## src/int8_quantized_multiply_accumulate_macros.svh

```systemverilog
// Assertion macros for the requantizing int8 multiply-accumulate block.
// Included by the top level; no other dependencies.
`ifndef INT8_QUANTIZED_MULTIPLY_ACCUMULATE_MACROS_SVH
`define INT8_QUANTIZED_MULTIPLY_ACCUMULATE_MACROS_SVH

// Same-cycle implication, disabled while reset is asserted.
`define IQMAC_ASSERT_IMPL(label, clk, rst_n, ante, cons, msg) \
	label: assert property (@(posedge clk) disable iff (!rst_n) (ante) |-> (cons)) \
		else $error(msg);

// Next-cycle implication, disabled while reset is asserted.
`define IQMAC_ASSERT_NEXT(label, clk, rst_n, ante, cons, msg) \
	label: assert property (@(posedge clk) disable iff (!rst_n) (ante) |=> (cons)) \
		else $error(msg);

`endif

```

## src/iqmac_pkg.sv

```systemverilog
// Shared widths, register codes and the configuration struct of the
// int8 multiply-accumulate block. No dependencies.
`timescale 1ns / 1ps
`default_nettype none

package iqmac_pkg;

	localparam int ELEM_W   = 8;   // int8 operands, zero-points and result
	localparam int DIFF_W   = 9;   // operand minus zero-point
	localparam int PROD_W   = 18;  // (a-za)*(b-zb)
	localparam int MULT_W   = 32;  // fixed-point multipliers
	localparam int SHIFT_W  = 6;
	localparam int ACC_W    = PROD_W + MULT_W + 1;  // scaled product term / sum
	localparam int ADDEND_W = DIFF_W + MULT_W + 1;  // scaled addend term
	localparam int MAG_W    = 49;                   // |sum| < 2^49
	localparam int VAL_W    = ACC_W + 1;            // signed value after zero-point
	localparam int IDX_W    = 3;
	localparam int DATA_W   = 32;

	localparam logic [IDX_W-1:0] REG_ZERO_POINT_A       = 3'd0;
	localparam logic [IDX_W-1:0] REG_ZERO_POINT_B       = 3'd1;
	localparam logic [IDX_W-1:0] REG_ZERO_POINT_C       = 3'd2;
	localparam logic [IDX_W-1:0] REG_ZERO_POINT_OUT     = 3'd3;
	localparam logic [IDX_W-1:0] REG_PRODUCT_MULTIPLIER = 3'd4;
	localparam logic [IDX_W-1:0] REG_ADDEND_MULTIPLIER  = 3'd5;
	localparam logic [IDX_W-1:0] REG_RESULT_SHIFT       = 3'd6;

	localparam logic [SHIFT_W-1:0] RESULT_SHIFT_RESET = 6'd31;

	localparam logic signed [VAL_W-1:0] SAT_MAX = 52'sd127;
	localparam logic signed [VAL_W-1:0] SAT_MIN = -52'sd128;

	typedef struct packed {
		logic signed [ELEM_W-1:0] zero_point_a;
		logic signed [ELEM_W-1:0] zero_point_b;
		logic signed [ELEM_W-1:0] zero_point_c;
		logic signed [ELEM_W-1:0] zero_point_out;
		logic [MULT_W-1:0]        product_multiplier;
		logic [MULT_W-1:0]        addend_multiplier;
		logic [SHIFT_W-1:0]       result_shift;
	} cfg_t;

endpackage

`default_nettype wire

```

## src/iqmac_in_if.sv

```systemverilog
// Operand channel: valid/ready plus the three int8 operands.
// Depends on iqmac_pkg.
`timescale 1ns / 1ps
`default_nettype none

interface iqmac_in_if;
	logic                                  valid;
	logic                                  ready;
	logic signed [iqmac_pkg::ELEM_W-1:0]   operand_a;
	logic signed [iqmac_pkg::ELEM_W-1:0]   operand_b;
	logic signed [iqmac_pkg::ELEM_W-1:0]   operand_c;

	modport source (output valid, output operand_a, output operand_b, output operand_c,
		input ready);
	modport sink (input valid, input operand_a, input operand_b, input operand_c,
		output ready);
endinterface

`default_nettype wire

```

## src/iqmac_out_if.sv

```systemverilog
// Result channel: valid/ready plus the int8 result and saturation flag.
// Depends on iqmac_pkg.
`timescale 1ns / 1ps
`default_nettype none

interface iqmac_out_if;
	logic                                  valid;
	logic                                  ready;
	logic signed [iqmac_pkg::ELEM_W-1:0]   result;
	logic                                  saturated;

	modport source (output valid, output result, output saturated, input ready);
	modport sink (input valid, input result, input saturated, output ready);
endinterface

`default_nettype wire

```

## src/iqmac_cfg_if.sv

```systemverilog
// Configuration write channel: valid/ready, register index and write data.
// Depends on iqmac_pkg.
`timescale 1ns / 1ps
`default_nettype none

interface iqmac_cfg_if;
	logic                              valid;
	logic                              ready;
	logic [iqmac_pkg::IDX_W-1:0]       index;
	logic [iqmac_pkg::DATA_W-1:0]      data;

	modport source (output valid, output index, output data, input ready);
	modport sink (input valid, input index, input data, output ready);
endinterface

`default_nettype wire

```

## src/iqmac_cfg_regs.sv

```systemverilog
// Configuration register file: decodes write transactions into cfg_t.
// Depends on iqmac_pkg and iqmac_cfg_if.
`timescale 1ns / 1ps
`default_nettype none

module iqmac_cfg_regs (
	input  wire logic        clk,
	input  wire logic        arst_n,
	iqmac_cfg_if.sink        cfg,
	output iqmac_pkg::cfg_t  regs
);

	iqmac_pkg::cfg_t regs_q;

	assign cfg.ready = 1'b1;
	assign regs      = regs_q;

	// Writes to unused indexes are dropped.
	always_ff @(posedge clk or negedge arst_n) begin
		if (!arst_n) begin
			regs_q.zero_point_a       <= '0;
			regs_q.zero_point_b       <= '0;
			regs_q.zero_point_c       <= '0;
			regs_q.zero_point_out     <= '0;
			regs_q.product_multiplier <= '0;
			regs_q.addend_multiplier  <= '0;
			regs_q.result_shift       <= iqmac_pkg::RESULT_SHIFT_RESET;
		end else if (cfg.valid && cfg.ready) begin
			case (cfg.index)
				iqmac_pkg::REG_ZERO_POINT_A: begin
					regs_q.zero_point_a <= cfg.data[iqmac_pkg::ELEM_W-1:0];
				end
				iqmac_pkg::REG_ZERO_POINT_B: begin
					regs_q.zero_point_b <= cfg.data[iqmac_pkg::ELEM_W-1:0];
				end
				iqmac_pkg::REG_ZERO_POINT_C: begin
					regs_q.zero_point_c <= cfg.data[iqmac_pkg::ELEM_W-1:0];
				end
				iqmac_pkg::REG_ZERO_POINT_OUT: begin
					regs_q.zero_point_out <= cfg.data[iqmac_pkg::ELEM_W-1:0];
				end
				iqmac_pkg::REG_PRODUCT_MULTIPLIER: begin
					regs_q.product_multiplier <= cfg.data[iqmac_pkg::MULT_W-1:0];
				end
				iqmac_pkg::REG_ADDEND_MULTIPLIER: begin
					regs_q.addend_multiplier <= cfg.data[iqmac_pkg::MULT_W-1:0];
				end
				iqmac_pkg::REG_RESULT_SHIFT: begin
					regs_q.result_shift <= cfg.data[iqmac_pkg::SHIFT_W-1:0];
				end
				default: begin
				end
			endcase
		end
	end

endmodule

`default_nettype wire

```

## src/int8_quantized_multiply_accumulate.sv

```systemverilog
// Top level of the requantizing int8 multiply-accumulate pipeline.
// Depends on iqmac_pkg, the three channel interfaces, iqmac_cfg_regs and
// int8_quantized_multiply_accumulate_macros.svh.
//
//  channel    dir   payload                              handshake
//  ---------  ----  -----------------------------------  -----------
//  operands   in    operand_a, operand_b, operand_c      valid/ready
//  results    out   result, saturated                    valid/ready
//  cfg        in    index (3 b), data (32 b)             valid/ready, ready tied high
//
//  Throughput is one transaction per cycle while the output register is
//  not stalled; each input passes stages 1 to 7, the last being the output register.
//  The two wide multiplies (18 x 33 and 9 x 33 bit) in stage 3 set the
//  clock; stage 2 holds a 9 x 9 multiply, the rest a carry chain, negate or shift.
//  All stages advance together; a stalled output register holds the whole
//  pipe, bubbles included, and input ready drops only while it does.
//  Reset clears the valid bits and loads the register defaults
//  (all zero, result shift 31).
`timescale 1ns / 1ps
`default_nettype none
`include "int8_quantized_multiply_accumulate_macros.svh"

module int8_quantized_multiply_accumulate (
	input  wire logic   clk,
	input  wire logic   arst_n,
	iqmac_in_if.sink    operands,
	iqmac_out_if.source results,
	iqmac_cfg_if.sink   cfg
);

	localparam int DIFF_W   = iqmac_pkg::DIFF_W;
	localparam int PROD_W   = iqmac_pkg::PROD_W;
	localparam int ACC_W    = iqmac_pkg::ACC_W;
	localparam int ADDEND_W = iqmac_pkg::ADDEND_W;
	localparam int MAG_W    = iqmac_pkg::MAG_W;
	localparam int VAL_W    = iqmac_pkg::VAL_W;
	localparam int ELEM_W   = iqmac_pkg::ELEM_W;
	localparam int SHIFT_W  = iqmac_pkg::SHIFT_W;

	iqmac_pkg::cfg_t regs;

	iqmac_cfg_regs u_cfg_regs (
		.clk    (clk),
		.arst_n (arst_n),
		.cfg    (cfg),
		.regs   (regs)
	);

	// Stage valid bits.
	logic v_s1, v_s2, v_s3, v_s4, v_s5, v_s6, v_s7;

	// Advance the whole pipe unless the output register holds an untaken result.
	logic adv;
	assign adv            = !v_s7 || results.ready;
	assign operands.ready = adv;

	always_ff @(posedge clk or negedge arst_n) begin
		if (!arst_n) begin
			v_s1 <= 1'b0;
			v_s2 <= 1'b0;
			v_s3 <= 1'b0;
			v_s4 <= 1'b0;
			v_s5 <= 1'b0;
			v_s6 <= 1'b0;
			v_s7 <= 1'b0;
		end else if (adv) begin
			v_s1 <= operands.valid;
			v_s2 <= v_s1;
			v_s3 <= v_s2;
			v_s4 <= v_s3;
			v_s5 <= v_s4;
			v_s6 <= v_s5;
			v_s7 <= v_s6;
		end
	end

	// Stage 1: remove zero-points. Each difference lies in -255..255.
	logic signed [DIFF_W-1:0] da_s1, db_s1, dc_s1;

	always_ff @(posedge clk) begin
		if (adv) begin
			da_s1 <= {operands.operand_a[ELEM_W-1], operands.operand_a}
				- {regs.zero_point_a[ELEM_W-1], regs.zero_point_a};
			db_s1 <= {operands.operand_b[ELEM_W-1], operands.operand_b}
				- {regs.zero_point_b[ELEM_W-1], regs.zero_point_b};
			dc_s1 <= {operands.operand_c[ELEM_W-1], operands.operand_c}
				- {regs.zero_point_c[ELEM_W-1], regs.zero_point_c};
		end
	end

	// Stage 2: small product of the two factor differences.
	logic signed [PROD_W-1:0] p_s2;
	logic signed [DIFF_W-1:0] dc_s2;

	always_ff @(posedge clk) begin
		if (adv) begin
			p_s2  <= da_s1 * db_s1;
			dc_s2 <= dc_s1;
		end
	end

	// Stage 3: scale both terms by their unsigned fixed-point multipliers.
	// Zero-extend each multiplier by one bit so the products stay signed.
	logic signed [ACC_W-1:0]    prod_term;
	logic signed [ADDEND_W-1:0] addend_term;
	logic signed [ACC_W-1:0]    prod_s3;
	logic signed [ADDEND_W-1:0] addend_s3;

	assign prod_term   = p_s2 * $signed({1'b0, regs.product_multiplier});
	assign addend_term = dc_s2 * $signed({1'b0, regs.addend_multiplier});

	always_ff @(posedge clk) begin
		if (adv) begin
			prod_s3   <= prod_term;
			addend_s3 <= addend_term;
		end
	end

	// Stage 4: exact sum; magnitude stays below 2^49.
	logic signed [ACC_W-1:0] acc_s4;

	always_ff @(posedge clk) begin
		if (adv) begin
			acc_s4 <= prod_s3 + {{(ACC_W-ADDEND_W){addend_s3[ADDEND_W-1]}}, addend_s3};
		end
	end

	// Stage 5: split into sign and magnitude; rounding is symmetric about zero.
	logic [ACC_W-1:0]  acc_abs;
	logic              neg_s5;
	logic [MAG_W-1:0]  mag_s5;

	assign acc_abs = acc_s4[ACC_W-1] ? -acc_s4 : acc_s4;

	always_ff @(posedge clk) begin
		if (adv) begin
			neg_s5 <= acc_s4[ACC_W-1];
			mag_s5 <= acc_abs[MAG_W-1:0];
		end
	end

	// Stage 6: shift right and decide the round-up.
	// Guard is the bit just below the cut, sticky the OR of all bits under it.
	// Round up when guard is set and either sticky or the kept LSB is set
	// (nearest, ties to even). A zero shift passes the magnitude untouched.
	logic [SHIFT_W-1:0] shm1;
	logic [MAG_W-1:0]   quot;
	logic [MAG_W-1:0]   guard_vec;
	logic [MAG_W-1:0]   low_mask;
	logic               shift_nz;
	logic               guard;
	logic               sticky;
	logic               round_up;
	logic               neg_s6;
	logic [MAG_W-1:0]   q_s6;
	logic               ru_s6;

	assign shift_nz  = regs.result_shift != '0;
	assign shm1      = regs.result_shift - SHIFT_W'(1);
	assign quot      = mag_s5 >> regs.result_shift;
	assign guard_vec = mag_s5 >> shm1;
	assign low_mask  = ~({MAG_W{1'b1}} << shm1);
	assign guard     = guard_vec[0];
	assign sticky    = |(mag_s5 & low_mask);
	assign round_up  = shift_nz && guard && (sticky || quot[0]);

	always_ff @(posedge clk) begin
		if (adv) begin
			neg_s6 <= neg_s5;
			q_s6   <= quot;
			ru_s6  <= round_up;
		end
	end

	// Stage 7: add the output zero-point, apply sign and round-up, clamp.
	// A negative value adds the complemented magnitude; the carry-in supplies
	// the two's-complement one, less the round-up, so one adder does it all.
	logic [VAL_W-1:0]           q_ext;
	logic [VAL_W-1:0]           q_opnd;
	logic                       carry_in;
	logic signed [VAL_W-1:0]    val;
	logic                       over_hi;
	logic                       over_lo;
	logic signed [ELEM_W-1:0]   result_s7;
	logic                       sat_s7;

	assign q_ext    = {{(VAL_W-MAG_W){1'b0}}, q_s6};
	assign q_opnd   = neg_s6 ? ~q_ext : q_ext;
	assign carry_in = neg_s6 ^ ru_s6;
	assign val      = {{(VAL_W-ELEM_W){regs.zero_point_out[ELEM_W-1]}}, regs.zero_point_out}
		+ q_opnd + {{(VAL_W-1){1'b0}}, carry_in};
	assign over_hi  = val > iqmac_pkg::SAT_MAX;
	assign over_lo  = val < iqmac_pkg::SAT_MIN;

	always_ff @(posedge clk) begin
		if (adv) begin
			if (over_hi) begin
				result_s7 <= iqmac_pkg::SAT_MAX[ELEM_W-1:0];
			end else if (over_lo) begin
				result_s7 <= iqmac_pkg::SAT_MIN[ELEM_W-1:0];
			end else begin
				result_s7 <= val[ELEM_W-1:0];
			end
			sat_s7 <= over_hi || over_lo;
		end
	end

	assign results.valid     = v_s7;
	assign results.result    = result_s7;
	assign results.saturated = sat_s7;

	// An empty output register must never block the input side.
	`IQMAC_ASSERT_IMPL(a_ready_when_empty, clk, arst_n, !v_s7, operands.ready, "input stalled with empty output register")
	// A valid item in the last compute stage reaches the output on advance.
	`IQMAC_ASSERT_NEXT(a_valid_travels, clk, arst_n, adv && v_s6, v_s7, "valid bit lost between stage 6 and output")
	// A bubble in the last compute stage must not create a result.
	`IQMAC_ASSERT_NEXT(a_no_phantom, clk, arst_n, adv && !v_s6, !v_s7, "result appeared from an empty stage")
	// A saturated result sits on one of the two int8 rails.
	`IQMAC_ASSERT_IMPL(a_sat_on_rail, clk, arst_n, results.valid && results.saturated, (results.result == 8'sd127) || (results.result == -8'sd128), "saturated flag with in-range result")

endmodule

`default_nettype wire
```

## src/flat_wrapper.sv

```systemverilog
// flat-port wrapper written by rule: the top's interface ports become plain ports
module int8_quantized_multiply_accumulate_flat 
  (clk, arst_n, operands_valid, operands_operand_a, operands_operand_b, operands_operand_c, operands_ready, results_valid, results_result, results_saturated, results_ready, cfg_valid, cfg_index, cfg_data, cfg_ready);
  iqmac_in_if operands_i ();
  iqmac_out_if results_i ();
  iqmac_cfg_if cfg_i ();
  input  wire logic clk;
  input  wire logic arst_n;
  input wire logic [$bits(operands_i.valid)-1:0] operands_valid;
  input wire logic [$bits(operands_i.operand_a)-1:0] operands_operand_a;
  input wire logic [$bits(operands_i.operand_b)-1:0] operands_operand_b;
  input wire logic [$bits(operands_i.operand_c)-1:0] operands_operand_c;
  output wire logic [$bits(operands_i.ready)-1:0] operands_ready;
  output wire logic [$bits(results_i.valid)-1:0] results_valid;
  output wire logic [$bits(results_i.result)-1:0] results_result;
  output wire logic [$bits(results_i.saturated)-1:0] results_saturated;
  input wire logic [$bits(results_i.ready)-1:0] results_ready;
  input wire logic [$bits(cfg_i.valid)-1:0] cfg_valid;
  input wire logic [$bits(cfg_i.index)-1:0] cfg_index;
  input wire logic [$bits(cfg_i.data)-1:0] cfg_data;
  output wire logic [$bits(cfg_i.ready)-1:0] cfg_ready;
  assign operands_i.valid = operands_valid;
  assign operands_i.operand_a = operands_operand_a;
  assign operands_i.operand_b = operands_operand_b;
  assign operands_i.operand_c = operands_operand_c;
  assign operands_ready = operands_i.ready;
  assign results_valid = results_i.valid;
  assign results_result = results_i.result;
  assign results_saturated = results_i.saturated;
  assign results_i.ready = results_ready;
  assign cfg_i.valid = cfg_valid;
  assign cfg_i.index = cfg_index;
  assign cfg_i.data = cfg_data;
  assign cfg_ready = cfg_i.ready;
  int8_quantized_multiply_accumulate u_core (.clk(clk), .arst_n(arst_n), .operands(operands_i), .results(results_i), .cfg(cfg_i));
endmodule
```

## config.mk

```make
export PLATFORM = sky130hd
export DESIGN_NAME = int8_quantized_multiply_accumulate_flat
export DESIGN_NICKNAME = d
export VERILOG_FILES = /design/src/iqmac_pkg.sv /design/src/iqmac_in_if.sv /design/src/iqmac_out_if.sv /design/src/iqmac_cfg_if.sv /design/src/iqmac_cfg_regs.sv /design/src/int8_quantized_multiply_accumulate.sv /design/src/flat_wrapper.sv
export VERILOG_INCLUDE_DIRS = /design/src /design/src/src
export SDC_FILE = /design/constraint.sdc
export NUM_CORES = 2
export LEC_CHECK = 0
export ABC_AREA = 1
export BUFFER_PORTS_ARGS = -buffer_cell sky130_fd_sc_hd__buf_4
export CORE_MARGIN = 2
export CORE_UTILIZATION = 50
export DETAILED_ROUTE_END_ITERATION = 8
export PLACE_DENSITY = 0.66
export SYNTH_ARGS = -nofsm -noshare
export SYNTH_HDL_FRONTEND = slang
export SYNTH_SLANG_ARGS = --single-unit
```

## constraint.sdc

```tcl
create_clock -name clk -period 35.5 [get_ports clk]
set_input_delay 5.325 -clock clk [delete_from_list [all_inputs] [get_ports clk]]
set_output_delay 5.325 -clock clk [all_outputs]
set_load 0.05 [all_outputs]
```

==> results.md <==
* Status: finished clean
* Die footprint at 0.1203 mm2
* EDFF count, synth at 307
* CTS Root Cell: clkbuf_16
* Worst slew pin tran at 1.127 ns
* Slew Limit Fails at 0
* Placed Area at 0.06053 mm2
* WL final at 164.2 mm
* CTS H-tree lvls at 2
* Crit. End Element: output pin
* Arr. time, crit path at 5.99 ns
* Vias in the first global route at 48.16k
* Synth warn at 0
* Final setup viols at 0
* Count of final hold-check violations at 0
* Top cells by area, synth: fa_1 26%, edfxtp_1 16%, nand2_1 13%
* Post-route cell area at 0.06215 mm2
* Routability Congestion at 0.9571
* Syn nets at 8849
* Most frequent cells in the layout: 1978 x nand2_1, 1807 x inv_1, 767 x fa_1
* Later-pin clock latency in the skew report at 0.65 ns
* Inst Count DP at 8960
* Max stage delay cell, worst path: buf_4
* Die Y at 346.8 um
* Most common cell on crit path: buf_4
* CTS buffer count at 50
* Leading cell type in the layout, fill and taps excluded: nand2_1
* Hold crit path type: register to register
* Antenna-violating nets left at 0
* Mapped Cells at 7590
* Max clock buf depth at 3
* CP top delay family: buffers and inverters
* Clk sink count at 416
* Starting DRT DRC Count at 3696
* Top-area cell type share of the netlist area at 0.2613
* Initial antenna violation count at 4
* Top FF cell, synth: edfxtp_1
* Library cells used by synthesis at 59
* Crit start category: primary input
* Type of the worst setup path: primary input to output pin
* Register area share after synthesis at 0.2034
* Finished Layout Cells at 9052
* Cell Area, Synth at 0.05876 mm2
* I/O pins at 76
* Largest net degree at the start of global routing at 162
* Post-CTS Resized at 0
* R2r setup slk at 28.38 ns
* Crit-path cells: buf_4, inv_1, nand2_4, buf_4
* Layout cell share with drive strength beyond 1 at 0.03985
* Total track usage at 0.2774
* Critical path buffer and inverter count at 3
* # DRC at 0
* Ant. Diodes at 0
* Clk_skew at 0.04737 ns
* Critical path required time at 30.17 ns
* Core Rows at 125
* Max_slew headroom at 0.2484
* Tcrit/Tclk final at 0.3187
* CTS tree: built
* Via count at 47.21k
* Reg clk slew, reported paths at 0.06 ns
* Global-route wire length before repair at 262.9 mm
* Mean Syn Cell Area at 7.742 um2
* Max-cap violations at 0
* Post-route minimum period at 11.31 ns
* Core area at 0.1164 mm2
* Most area-hungry cell type in the Yosys netlist: fa_1
* Hold Buf Count CTS at 0
* Async S/R FF share, synth at 0.2620
* Nets at 8747
* Mean routed wirelength per cell at 18.14 um
* Initial Util at 0.5050
* Setup TNS Final at 0 ns
* Fmax at 88.40 MHz
* Grt ovf at 0
* Crit-path max cell delay at 0.26 ns
* Port-buffer cells at 74
* Setup repair bufs after CTS at 0
* Worst-path maximum fanout at 3
* P&R area growth vs syn at 5.768%
* Synth Register Bits at 416
* Unrepaired setup endpoints after global routing: false
* Die width at 346.8 um
* Hold_ws at 0.4177 ns
* DP HPWL at 134.7 mm
* Vias/cell at 5.215
* Drt pass-1 iters at 6
-- cell families (layout without fill, tap and decap cells) --
logic type,count (synthesis),after routing,share of synthesized area
AND/OR/NAND/NOR,2705,2705,0.1827
buffers and inverters,2098,2036,0.1346
XOR/XNOR,288,288,0.04325
multiplexers,14,14,0.002406
adder cells (fa/ha/maj),1195,1195,0.3524
other,1,1,0.00006382
flip-flops,416,416,0.2034
AO/OA/AOI/OAI,873,873,0.08108
-- metal layers --
metal / vias up / wire length [um] / global-route usage
met5: - / 22 / 0
met4: 4 / 6112 / 0.09414
met3: 285 / 10380 / 0.03702
met2: 1461 / 77880 / 0.4692
met1: 22790 / 69800 / 0.3671
li1: 22670 / - / -
-- final timing paths --
kind                                  from                          to  cells after the start
setup / recovery             results_ready              operands_ready                      4
hold / removal             u_core.dc_s1[3]             u_core.dc_s2[3]                      0
setup reg to reg           u_core.p_s2[17]          u_core.prod_s3[45]                     21
hold reg to reg            u_core.dc_s1[3]             u_core.dc_s2[3]                      0
max in group asynchronous           arst_n        u_core.results.valid                      2
min in group asynchronous           arst_n  u_core.u_cfg_regs.regs[86]                      1
-- area by class of cell --
type	count	area [um2]
Tap cell	1524	1907
Clock buffer	60	1329
Timing Repair Buffer	120	913.4
Clock inverter	32	290.3
Sequential cell	416	11950
Multi-Input combinational cell	5076	38910
Fill cell	11190	54210
Inverter	1824	6847
-- worst reg2reg max path, cell delays in order, from the launching register on --
cell and delay [ns]:
edfxtp_1 0.56, inv_1 0.56, buf_4 0.39, nor2_1 0.11
fa_1 0.54, fa_1 0.54, fa_1 0.52, fa_1 0.52
fa_1 0.54, inv_1 0.05, fa_1 0.53, inv_1 0.04
ha_1 0.38, a21oi_1 0.18, inv_1 0.07, a31oi_1 0.16
o21ai_0 0.17, a211oi_1 0.45, o21ai_0 0.27, nand4_1 0.13
nand2_1 0.07, xor2_1 0.14
-- Yosys cell counts (7+ instances only) --
library cell	count
nand2_1	1981
inv_1	1807
fa_1	767
ha_1	428
nor2_1	428
o21ai_0	385
edfxtp_1	307
a21oi_1	287
clkbuf_1	228
xor2_1	202
nand3_1	111
dfrtp_1	104
xnor2_1	85
or2_2	56
nand4_1	41
a31oi_1	39
nor3_1	39
buf_1	29
o21ai_1	28
o21a_1	25
o22ai_1	19
a21o_1	14
mux2i_1	13
o21bai_1	13
o31ai_1	13
buf_2	12
inv_2	12
nor4_1	12
o221ai_1	11
and2_1	9
o211ai_1	9
a211oi_1	8
nand3b_1	7
-- state kept, by name (all words and copies together), names as in the netlist, 8 cells and up --
name	count
u_core.prod_s3	51
u_core.db_s1	9
u_core.acc_s4	50
u_core.q_s6	49
u_core.dc_s1	9
u_core.dc_s2	9
u_core.results.result	8
u_core.mag_s5	49
u_core.addend_s3	42
u_core.p_s2	18
u_core.u_cfg_regs.regs	102
u_core.da_s1	9
-- through the flow --
stage,setup slack [ns],utilization
6_report,24.19,0.5341
5_1_grt,24.15,0.5341
4_1_cts,24.17,0.5341
3_5_place_dp,24.17,0.5202
3_3_place_gp,24.14,0.5202
2_1_floorplan,15.88,-
Power is left out: the tool's default activity adds up to more than one toggle a clock period on the data nets, which glitch-free logic cannot reach.
